[config.mk]
export PLATFORM = sky130hd
export DESIGN_NAME = ptmi_alu
export DESIGN_NICKNAME = d
export VERILOG_FILES = /design/src/rtl/core/ptmi_pkg.sv /design/src/rtl/core/ptmi_alu.sv
export SDC_FILE = /design/constraint.sdc
export NUM_CORES = 1
export LEC_CHECK = 0
export ABC_AREA = 1
export BUFFER_PORTS_ARGS = -buffer_cell sky130_fd_sc_hd__buf_2
export CAP_MARGIN = 20
export CORE_MARGIN = 5
export CORE_UTILIZATION = 55
export DETAILED_ROUTE_END_ITERATION = 8
export PLACE_DENSITY = 0.83
export SYNTH_ARGS = -nofsm -noshare
export SYNTH_HDL_FRONTEND = slang
export SYNTH_SLANG_ARGS = --single-unit
[constraint.sdc]
create_clock -name vclk -period 6.05
set_input_delay 0.3025 -clock vclk [all_inputs]
set_output_delay 0.3025 -clock vclk [all_outputs]
set_load 0.005 [all_outputs]
[src/rtl/core/ptmi_pkg.sv]
// Shared constants, types and helper functions of the page table map/insert unit.
package ptmi_pkg;

    localparam int POOL_FRAMES       = 16;
    localparam int ENTRIES_PER_TABLE = 512;
    localparam int PAGE_SIZES        = 5;

    localparam int PPN_W   = 44;
    localparam int VPN_W   = 45;
    localparam int IDX_W   = 9;
    localparam int LVL_W   = 3;
    localparam int ENTRY_W = 64;
    localparam int CFG_W   = 44;
    localparam int CFG_IDX_W = 3;

    localparam int STORE_DEPTH = POOL_FRAMES * ENTRIES_PER_TABLE;
    localparam int ADDR_W      = $clog2(STORE_DEPTH);
    localparam int FIDX_W      = (POOL_FRAMES > 1) ? $clog2(POOL_FRAMES) : 1;
    localparam int CNT_W       = $clog2(POOL_FRAMES + 1);

    localparam logic [7:0] FLAG_V = 8'h01;
    localparam logic [7:0] FLAG_R = 8'h02;
    localparam logic [7:0] FLAG_W = 8'h04;
    localparam logic [7:0] FLAG_X = 8'h08;
    localparam logic [7:0] FLAG_G = 8'h20;

    localparam logic [1:0] CMD_NEW_ROOT  = 2'd0;
    localparam logic [1:0] CMD_MAP_GIVEN = 2'd1;
    localparam logic [1:0] CMD_MAP_ALLOC = 2'd2;
    localparam logic [1:0] CMD_UNUSED    = 2'd3;

    localparam logic [1:0] ST_OK        = 2'd0;
    localparam logic [1:0] ST_EXHAUSTED = 2'd1;
    localparam logic [1:0] ST_LEVEL     = 2'd2;
    localparam logic [1:0] ST_OUTSIDE   = 2'd3;

    localparam logic [CFG_IDX_W-1:0] REG_LEVELS = 3'd0;
    localparam logic [CFG_IDX_W-1:0] REG_BASE0  = 3'd1;
    localparam logic [CFG_IDX_W-1:0] REG_BASE1  = 3'd2;
    localparam logic [CFG_IDX_W-1:0] REG_BASE2  = 3'd3;
    localparam logic [CFG_IDX_W-1:0] REG_BASE3  = 3'd4;
    localparam logic [CFG_IDX_W-1:0] REG_BASE4  = 3'd5;

    // One store word: the entry plus its bookkeeping tag.
    typedef struct packed {
        logic                written;
        logic                epoch;
        logic [ENTRY_W-1:0]  value;
    } store_word_t;

    typedef struct packed {
        logic               en;
        logic [ADDR_W-1:0]  addr;
        store_word_t        data;
    } store_wr_t;

    typedef struct packed {
        logic               en;
        logic [ADDR_W-1:0]  addr;
    } store_rd_t;

    // Frame offset n * 512^lvl within a pool.
    function automatic logic [PPN_W-1:0] frame_offset(input logic [CNT_W-1:0] n,
                                                      input logic [LVL_W-1:0] lvl);
        logic [PPN_W-1:0] wide;
        wide = PPN_W'(n);
        case (lvl)
            3'd0:    frame_offset = wide;
            3'd1:    frame_offset = wide << 9;
            3'd2:    frame_offset = wide << 18;
            3'd3:    frame_offset = wide << 27;
            3'd4:    frame_offset = wide << 36;
            default: frame_offset = '0;
        endcase
    endfunction

    function automatic logic [IDX_W-1:0] vpn_index(input logic [VPN_W-1:0] vpn,
                                                   input logic [LVL_W-1:0] lvl);
        case (lvl)
            3'd0:    vpn_index = vpn[8:0];
            3'd1:    vpn_index = vpn[17:9];
            3'd2:    vpn_index = vpn[26:18];
            3'd3:    vpn_index = vpn[35:27];
            3'd4:    vpn_index = vpn[44:36];
            default: vpn_index = '0;
        endcase
    endfunction

    function automatic logic [ENTRY_W-1:0] make_entry(input logic [7:0] flags,
                                                      input logic [PPN_W-1:0] ppn);
        make_entry = {10'b0, ppn, 2'b00, flags};
    endfunction

endpackage

[src/rtl/core/ptmi_alu.sv]
// Shared page number adder/subtractor used for frame allocation and store lookup.
module ptmi_alu
    import ptmi_pkg::*;
(
    input  logic             sub,
    input  logic [PPN_W-1:0] a,
    input  logic [PPN_W-1:0] b,
    output logic [PPN_W-1:0] y
);

    always_comb
    begin
        if (sub)
        begin
            y = a - b;
        end
        else
        begin
            y = a + b;
        end
    end

endmodule

Word level (Yosys, flattened, before mapping)

Index checks and enable logic that the tools add are counted.

Shift operators: 0
Magnitude comparators: 0
Bitwise logic cells: 0
Add/subtract/negate cells: 2
Multiplexer cells: 1
Equality and inequality tests: 0
Reduce and logical (&&, ||, !) cells: 0
$mul: 0
Div/mod/pow operators: 0

Operators with widths:

| cell           | count |
|---|---|
| $add 44x44->44 | 1 |
| $mux 44        | 1 |
| $sub 44x44->44 | 1 |

Memories kept: 0
Bits in registers: 0
Input bits: 89
Logic and storage cells: 3
Bits in latches: 0
Output and inout bits: 44
RAM bits: 0
Memory bits (read-only): 0

Depth between registers and ports, before layout

Gate-level depths: netlist of the first run.

Word-level depth: 2
Depth in mapped cells: 22
Gate-level depth less buffers: 22

Worst setup path before layout of the first run

Ideal clock, no wire load.

Path type: input -> output
Start point: input b[0]
End point: output y[39]
Slack: 3.150 ns
Stages on the path: 19
Path buffers: 0
Arrival: 2.598 ns
Cells stage by stage: inv_1 > ha_1 > nand3_4 > nor2_8 > nand3_4 > o21ai_4 > nand3_1 > xor2_1 > ha_1 > nand2_1 > inv_1 > a21oi_1 > inv_1 > a21oi_1 > nor2_1 > nor2_1 > nand2_1 > nand2_1 > nand2_1

Cells in the longest elaborated chain, start to end: 2
Elaborated cells on any way between the ends: 3
Classes of those cells: add/sub (2); mux (1)

Ends and longest elaborated chain:

| item                                             | line                           | text |
|---|---|---|
| start, declared                                  | ptmi_alu.sv:7                  | `input logic [PPN_W-1:0] b,` |
| $add 44x44->44 or $sub 44x44->44 (tied branches) | ptmi_alu.sv:19, ptmi_alu.sv:15 |  |
| $mux 44 (*)                                      | ptmi_alu.sv:13                 | `if (sub)` |
| end, declared                                    | ptmi_alu.sv:8                  | `output logic [PPN_W-1:0] y` |

Every way passes the cells marked *; elsewhere a longest branch is shown, timed or not.

Worst setup path after layout of the first run

Ends and elaborated chain as after synthesis.

==> results of run 1 <==
-- layer usage --
metal  vias up  track usage [%]  routed length (µm)
met1      2747             39.8                7180
met4         0             7.77                 495
met2       261             45.6                7170
li1       3341                -                   -
met5         -                0                   0
met3        33             1.99                1390
-- through the flow --
step	cell area [µm²]	utilization [%]	cells	hold slack, ns	worst slack (ns)
6_report	5630	65.2	1240	0.946	2.52
5_1_grt	5630	65.2	1240	0.969	2.12
4_1_cts	5600	64.9	1239	0.949	2.22
3_5_place_dp	5600	64.9	1239	0.948	2.23
3_3_place_gp	5600	64.9	1239	0.941	2.24
2_1_floorplan	4830	-	1004	0.736	3.15
-- report_power, final --
group	total (µW)	internal, µW	switching (µW)
clock network	0	0	0
registers	0	0	0
logic	681	262	419
-- synth_stat cells, drive strengths merged --
| cell | n | area, µm² |
|---|---|---|
| nor2 | 152 | 594 |
| nand4 | 14 | 87.6 |
| o21bai | 5 | 37.5 |
| buf | 4 | 20.0 |
| nand3 | 65 | 378 |
| xnor2 | 12 | 105 |
| a31oi | 5 | 31.3 |
| or2 | 1 | 6.26 |
| inv | 181 | 679 |
| nand2 | 397 | 1500 |
| fa | 1 | 20.0 |
| nand3b | 2 | 18.8 |
| clkbuf | 2 | 7.51 |
| nor2b | 1 | 6.26 |
| xor2 | 45 | 394 |
| and2 | 1 | 8.76 |
| a21oi | 39 | 195 |
| o21ai | 27 | 150 |
| o2111ai | 1 | 8.76 |
| ha | 44 | 551 |
| a21o | 1 | 7.51 |
| o31ai | 1 | 7.51 |
| nor3 | 3 | 20.0 |
-- worst max-delay path: stages --
cell and delay (ns):
buf_2 0.11, inv_1 0.07, ha_1 0.35, nand3_4 0.16
nor2_8 0.19, nand3_4 0.10, o21ai_4 0.18, nand3_1 0.11
xor2_1 0.17, ha_1 0.35, nand2_1 0.13, inv_1 0.05
a21oi_1 0.21, inv_1 0.06, a21oi_1 0.24, nor2_1 0.06
nor2_1 0.12, nand2_1 0.06, nand2_1 0.05, nand2_1 0.04
buf_2 0.12
-- area by class of cell --
type                       count  area [µm²]  area share (%)
timing repair buffer         134         693            12.3
tap                          108         135            2.40
inverter                     181         679            12.1
multi-input combinational    817        4120            73.2
-- cell families after synthesis --
| family | count (synthesis) |
|---|---|
| adders and majority gates | 45 |
| AOI/OAI and AO/OA | 79 |
| and+or+nand+nor | 636 |
| xor gates and xnor gates | 57 |
| buffers and inverters | 187 |
-- path summary, 6_finish.rpt --
check               end  slack (ns)  cells after the start
setup / recovery  y[39]        2.52                     21
hold / removal     y[0]        0.95                      4
==> flow_metrics.env, run 1 <==
export IMPL_setup_viol=0
export IMPL_post_cts_buffers=0
export IMPL_yosys_warnings=0
export IMPL_crit_path_max_fanout=8
export IMPL_critPathRequiredTime_ns=5.75
export IMPL_ys_types=33
export IMPL_num_fill_cells=943
export IMPL_period_share_pct=58.3
export IMPL_register_area_um2=0
export IMPL_relSlewSlack_pct=62.4
export IMPL_core_area_um2=8640
export IMPL_synthMuxAreaShare_pct=0
export IMPL_firstDrtPassIters=7
export IMPL_routed_wl_um=16200
export IMPL_synth_seq_area_share_pct=0
export IMPL_worstPathArrival_ns=3.22
export IMPL_worst_setup_path_end_kind="output pin"
export IMPL_initial_core_util_pct=55.9
export IMPL_cp_start_kind="input port"
export IMPL_synth_adder_area_share_pct=11.8
export IMPL_ctsHoldBuffers=0
export IMPL_period_minus_slack_ns=3.53
export IMPL_vias_per_cell=5.15
export IMPL_p_leak_uw=0.00350
export IMPL_cts_resized_gates=0
export IMPL_synth_cells=1004
export IMPL_crit_start="b[0]"
export IMPL_die_y_um=104
export IMPL_synth_xor_area_share_pct=10.3
export IMPL_hold_start="b[0]"
export IMPL_power_density_nw_per_um2=121
export IMPL_syn_to_final_growth_pct=16.6
export IMPL_worst_pin_slew_ns=0.558
export IMPL_p_total_uw=681
export IMPL_clkbuf_count=0
export IMPL_rsz0062_at_grt="no"
export IMPL_wl_per_cell_um=13.1
export IMPL_pin_count=133
export IMPL_fin_setup_tns_ns=0
export IMPL_clock_fmax_ghz=0.284
export IMPL_dp_hpwl_um=14600
export IMPL_drive_gt1_share_pct=13.3
export IMPL_port_buffers=133
export IMPL_num_vias=6382
export IMPL_grtUsageTotal_pct=28.1
export IMPL_grt_max_degree=39
export IMPL_ant_nets=0
export IMPL_synthesis_area_um2=4830
export IMPL_layout_commonest_cell="nand2_1"
export IMPL_synthSimpleGateAreaFrac_pct=54.1
export IMPL_slew_violations=0
export IMPL_final_nets=1268
export IMPL_grt_pass1_vias=5695
export IMPL_mostFrequentLayoutCells="nand2_1 (395), inv_1 (181), nor2_1 (148), buf_2 (133), nand3_1 (59)"
export IMPL_num_rows=34
export IMPL_path_class="in -> out"
export IMPL_syn_avg_cell_area_um2=4.81
export IMPL_grt_overflow_total=0
export IMPL_hold_path_class="in -> out"
export IMPL_place_gp_congestion=1.07
export IMPL_num_antenna_cells=0
export IMPL_first_iter_violations=523
export IMPL_antenna_found_initial=0
export IMPL_syn_num_nets=1138
export IMPL_drc=0
export IMPL_ir_drop_mv=0.0538
export IMPL_grt_pass1_wl_um=26000
export IMPL_synth_top_family_by_area="simple AND/OR/NAND/NOR gates"
export IMPL_status="completed"
export IMPL_synth_compound_area_share_pct=9.07
export IMPL_die_area_um2=10800
export IMPL_seq_cell_count=0
export IMPL_maxCapViolCount=0
export IMPL_fp_dieW_um=104
export IMPL_hold_violations=0
(Power assumes the default switching activity.)
==> run 2, diff against run 1 <==
- CORE_UTILIZATION: 55 -> 51
- PLACE_DENSITY: 0.83 -> 0.81
- clock period: 6.05 -> 3.1 ns (I/O delays scaled with it)
==> run 2 against run 1 <==
Non-clock buffer count rose by 21. Global-route usage rose by 0.11 points. Largest power group unchanged. Count of clock-buffer cells in the layout did not move. Total power rose by 120%. Highest routed layer unchanged.
==> flow_metrics.env, run 2 (same netlist as run 1, synthesis figures left out) <==
export IMPL_die_area_um2=11500
export IMPL_initial_core_util_pct=52.3
export IMPL_worst_setup_path_end_kind="output pin"
export IMPL_final_nets=1289
export IMPL_critPathRequiredTime_ns=2.94
export IMPL_layout_commonest_cell="nand2_1"
export IMPL_top_layer="met4"
export IMPL_worst_slack_ns=0.0491
export IMPL_power_density_nw_per_um2=242
export IMPL_timing_hold_ws_ns=0.668
export IMPL_wl_met1_um=7440
export IMPL_place_gp_congestion=1.00
export IMPL_hold_violations=0
export IMPL_placed_cells=1270
export IMPL_core_area_um2=9240
export IMPL_clock_fmax_ghz=0.328
export IMPL_hold_path_class="in -> out"
export IMPL_critPathMaxStageDelay_ns=0.42
export IMPL_grt_max_degree=24
export IMPL_fin_area_um2=6210
export IMPL_path_class="in -> out"
export IMPL_p_total_uw=1500
export IMPL_first_iter_violations=618
export IMPL_grtUsageTotal_pct=28.2
export IMPL_worstPathArrival_ns=2.90
export IMPL_num_vias=6805
export IMPL_seq_cell_count=0
export IMPL_pin_count=133
export IMPL_grt_overflow_total=0
export IMPL_die_y_um=107
export IMPL_stdcell_count=1282
export IMPL_drive_gt1_share_pct=23.6
export IMPL_met2_length_um=8020
export IMPL_antenna_found_initial=0
export IMPL_rsz0062_at_grt="yes"
export IMPL_fp_dieW_um=107
export IMPL_place_area_um2=5700
export IMPL_ctsHoldBuffers=0
export IMPL_grt_pass1_wl_um=26500
export IMPL_ant_nets=0
export IMPL_firstDrtPassIters=6
export IMPL_wl_met3_um=1710
export IMPL_status="completed"
export IMPL_crit_chain="buf_2 > nor2_4 > nand3_1 > nor2_1 > nand2_1 > nor2_2 > nand2_1 > nand2_1 > nand2_1 > nand2_1 > o21ai_0 > ha_1 > a21oi_2 > inv_1 > nor2_2 > a21oi_1 > nor2_1 > nand3_1 > nand2_1 > nand2_1 > buf_2"
export IMPL_cp_start_kind="input port"
export IMPL_ir_drop_mv=0.0898
export IMPL_crit_path_max_fanout=4
export IMPL_period_share_pct=98.4
export IMPL_period_minus_slack_ns=3.05
export IMPL_crit_top_cell="nand2_1"
export IMPL_worst_pin_slew_ns=0.495
export IMPL_drc=0
export IMPL_p_leak_uw=0.00363
export IMPL_num_antenna_cells=0
export IMPL_syn_to_final_growth_pct=28.7
export IMPL_grt_pass1_vias=5857
export IMPL_port_buffers=133
export IMPL_slew_violations=0
export IMPL_mostFrequentLayoutCells="nand2_1 (379), inv_1 (175), buf_2 (133), nor2_1 (109), nand3_1 (54)"
export IMPL_place_ws_ns=-0.0627
export IMPL_routed_wl_um=17900
export IMPL_vias_per_cell=5.31
export IMPL_cpMaxStageDelayCell="ha_1"
export IMPL_maxCapViolCount=0
export IMPL_clkbuf_count=0
export IMPL_dp_hpwl_um=15200
export IMPL_setup_viol=0
export IMPL_relSlewSlack_pct=66.6
export IMPL_wl_per_cell_um=14.0
export IMPL_register_area_um2=0
export IMPL_num_rows=35
==> run 2: cell types whose count changed in the layout (fill, tap and decap cells not counted), sizes merged <==
cell / change
buf: +21
==> run 2: stage by stage <==
step / TNS (ns) / util (%)
5_1_grt: -0.734 / 67.2
6_report: 0 / 67.2
2_1_floorplan: 0 / -
3_5_place_dp: -0.0977 / 61.7
4_1_cts: 0 / 61.8
3_3_place_gp: 0 / 61.7
==> run 2: area by class of cell <==
| cell class | instances | area (µm²) |
|---|---|---|
| well taps | 129 | 161 |
| repair buffers | 155 | 831 |
| inverters | 181 | 679 |
| multi-input cells | 817 | 4540 |
| fillers | 935 | 3030 |
==> run 2: metal layers <==
metal	up-vias	GRT usage (%)
met4	0	6.67
met5	-	0
met1	3013	39.9
li1	3385	-
met3	68	1.62
met2	339	46.7
==> run 2: power breakdown <==
group | internal [µW] | leakage (µW) | total (µW) | switching, µW
clock network | 0 | 0 | 0 | 0
logic | 590 | 0.00363 | 1500 | 915
registers | 0 | 0 | 0 | 0
total | 590 | 0.00363 | 1500 | 915
==> run 2: what timing repair did <==
action,CTS,global route
endpoints found under the setup margin,2,25
pin swaps,0,24
gates resized for setup,2,113
setup buffers,0,12
==> run 2: critical path, delay by kind of cell <==
family	cells	cell delay (ns)
and+or+nand+nor	14	1.57
buffers and inverters	3	0.32
adders and majority gates	1	0.42
AOI/OAI and AO/OA	3	0.44
==> run 2: worst paths after layout <==
kind	start	endpoint	depth (start not counted)
min	b[0]	y[0]	4
max	b[13]	y[43]	21
==> run 3, diff against run 2 <==
- CORE_UTILIZATION: 51 -> 41
- GPL_ROUTABILITY_DRIVEN: unset -> 0
- PLACE_DENSITY: 0.81 -> 0.68
==> run 3 against run 2 <==
Cell area rose by 4.0%. Sequential share of layout area unchanged. Non-clock buffer count increased by 5. Global-route usage shrank 4.3 points. Count of clock-buffer cells in the layout stayed put. Largest power group unchanged. Total power up 3.8%. Largest cell class unchanged. Highest routed layer unchanged. Worst hold slack got worse by 0.024 ns. Maximum frequency up 3.3%. Via count down 3.1%. Sequential cell count stayed put.
==> flow_metrics.env, run 3 (same netlist as run 1, synthesis figures left out) <==
export IMPL_grt_max_degree=25
export IMPL_fp_dieW_um=119
export IMPL_status="completed"
export IMPL_first_iter_violations=485
export IMPL_routed_wl_um=18200
export IMPL_seq_power_share_pct=0
export IMPL_crit_start="b[1]"
export IMPL_endpoint="y[36]"
export IMPL_drive_gt1_share_pct=26.4
export IMPL_critPathRequiredTime_ns=2.94
export IMPL_worst_setup_path_end_kind="output pin"
export IMPL_maxCapViolCount=0
export IMPL_final_nets=1294
export IMPL_ir_drop_mv=0.142
export IMPL_period_share_pct=95.3
export IMPL_stdcell_count=1301
export IMPL_antenna_found_initial=0
export IMPL_timing_hold_ws_ns=0.643
export IMPL_wl_per_cell_um=14.0
export IMPL_clock_power_share_pct=0
export IMPL_grt_overflow_total=0
export IMPL_num_rows=39
export IMPL_setup_viol=0
export IMPL_power_density_nw_per_um2=242
export IMPL_ctsHoldBuffers=0
export IMPL_core_area_um2=11500
export IMPL_cp_start_kind="input port"
export IMPL_num_antenna_cells=0
export IMPL_crit_path_max_fanout=5
export IMPL_worst_pin_slew_ns=0.389
export IMPL_clkbuf_count=0
export IMPL_hold_path_class="in -> out"
export IMPL_hold_violations=0
export IMPL_grt_pass1_wl_um=28400
export IMPL_seq_cell_count=0
export IMPL_die_y_um=119
export IMPL_vias_per_cell=5.07
export IMPL_combPwrFrac_pct=100.0
export IMPL_period_minus_slack_ns=2.95
export IMPL_worst_slack_ns=0.146
export IMPL_layout_commonest_cell="nand2_1"
export IMPL_place_ws_ns=-0.0963
export IMPL_clock_fmax_ghz=0.339
export IMPL_port_buffers=133
export IMPL_dp_hpwl_um=15800
export IMPL_ant_nets=0
export IMPL_firstDrtPassIters=5
export IMPL_syn_to_final_growth_pct=33.8
export IMPL_mostFrequentLayoutCells="nand2_1 (373), inv_1 (171), buf_2 (129), nor2_1 (106), nand3_1 (51)"
export IMPL_p_int_uw=619
export IMPL_grt_pass1_vias=5932
export IMPL_relSlewSlack_pct=73.8
export IMPL_initial_core_util_pct=42.1
export IMPL_p_switching_uw=942
export IMPL_placed_cells=1288
export IMPL_rsz0062_at_grt="yes"
export IMPL_slew_violations=0
export IMPL_grtUsageTotal_pct=23.9
export IMPL_p_leak_uw=0.00367
export IMPL_hold_start="b[0]"
export IMPL_die_area_um2=14100
export IMPL_num_vias=6593
export IMPL_p_sw_share_pct=60.3
export IMPL_worstPathArrival_ns=2.80
export IMPL_drc=0
export IMPL_fin_setup_tns_ns=0
export IMPL_path_class="in -> out"
export IMPL_pin_count=133
export IMPL_register_area_um2=0
run 3: changes by cell type in the layout (fill, tap and decap cells not counted), sizes merged:
| cell | previous run | this run |
|---|---|---|
| buf | 155 | 160 |
run 3: per-layer routing:
| metal | part of all wire, % | track usage, % | up-vias | wire, µm |
|---|---|---|---|---|
| met2 | 45 | 38.7 | 270 | 8180 |
| met4 | 2.9 | 6.02 | 0 | 522 |
| li1 | - | - | 3396 | - |
| met3 | 8.1 | 1.38 | 34 | 1490 |
| met5 | 0 | 0 | - | 0 |
| met1 | 44 | 34.6 | 2893 | 8040 |
run 3: through the flow:
stage / power (µW) / cell area (µm²) / utilization (%)
CTS: 1360 / 5760 / 50.3
floorplan: 850 / 4830 / -
global placement: 1350 / 5750 / 50.2
global route: 1730 / 6460 / 56.3
detailed placement: 1350 / 5750 / 50.2
finish: 1560 / 6460 / 56.3
run 3: timing repair:
item                                    4_1_cts  5_1_grt
pin swaps                                     0       45
resized for setup                             4      168
buffers inserted                              0       13
endpoints found under the setup margin        5       26
run 3: area by class of cell:
| class | instances | area (µm²) |
|---|---|---|
| Fill cell | 1230 | 5010 |
| Multi-Input combinational cell | 817 | 4700 |
| Timing Repair Buffer | 160 | 893 |
| Inverter | 181 | 687 |
| Tap cell | 143 | 179 |
run 3: power by group through the flow:
stage,logic (µW),clock network [µW],registers [µW]
floorplan,850,0,0
global placement,1350,0,0
detailed placement,1350,0,0
CTS,1360,0,0
global route,1730,0,0
finish,1560,0,0
run 3: how the worst min path moves through the flow:
| stage | endpoint | depth (start not counted) | slack (ns) |
|---|---|---|---|
| after global placement | y[0] | 4 | 0.65 |
| after detailed placement | y[0] | 4 | 0.66 |
| after CTS | y[0] | 4 | 0.66 |
| after floorplan | y[0] | 2 | 0.44 |
| final | y[0] | 4 | 0.64 |
| after global routing | y[0] | 4 | 0.67 |
run 3: worst max-delay path, stage by stage:
cell	delay, ns
buf_8	0.11
inv_6	0.05
ha_4	0.14
nand3_4	0.12
nor2_8	0.14
nand3_4	0.11
nand2_1	0.10
xor2_1	0.34
ha_1	0.37
nand2_1	0.19
inv_1	0.06
a21oi_1	0.19
nor2_1	0.06
nor2_1	0.12
nand3_2	0.13
nand2_1	0.12
nand2_1	0.06
nand2_1	0.06
nand2_1	0.05
buf_2	0.12
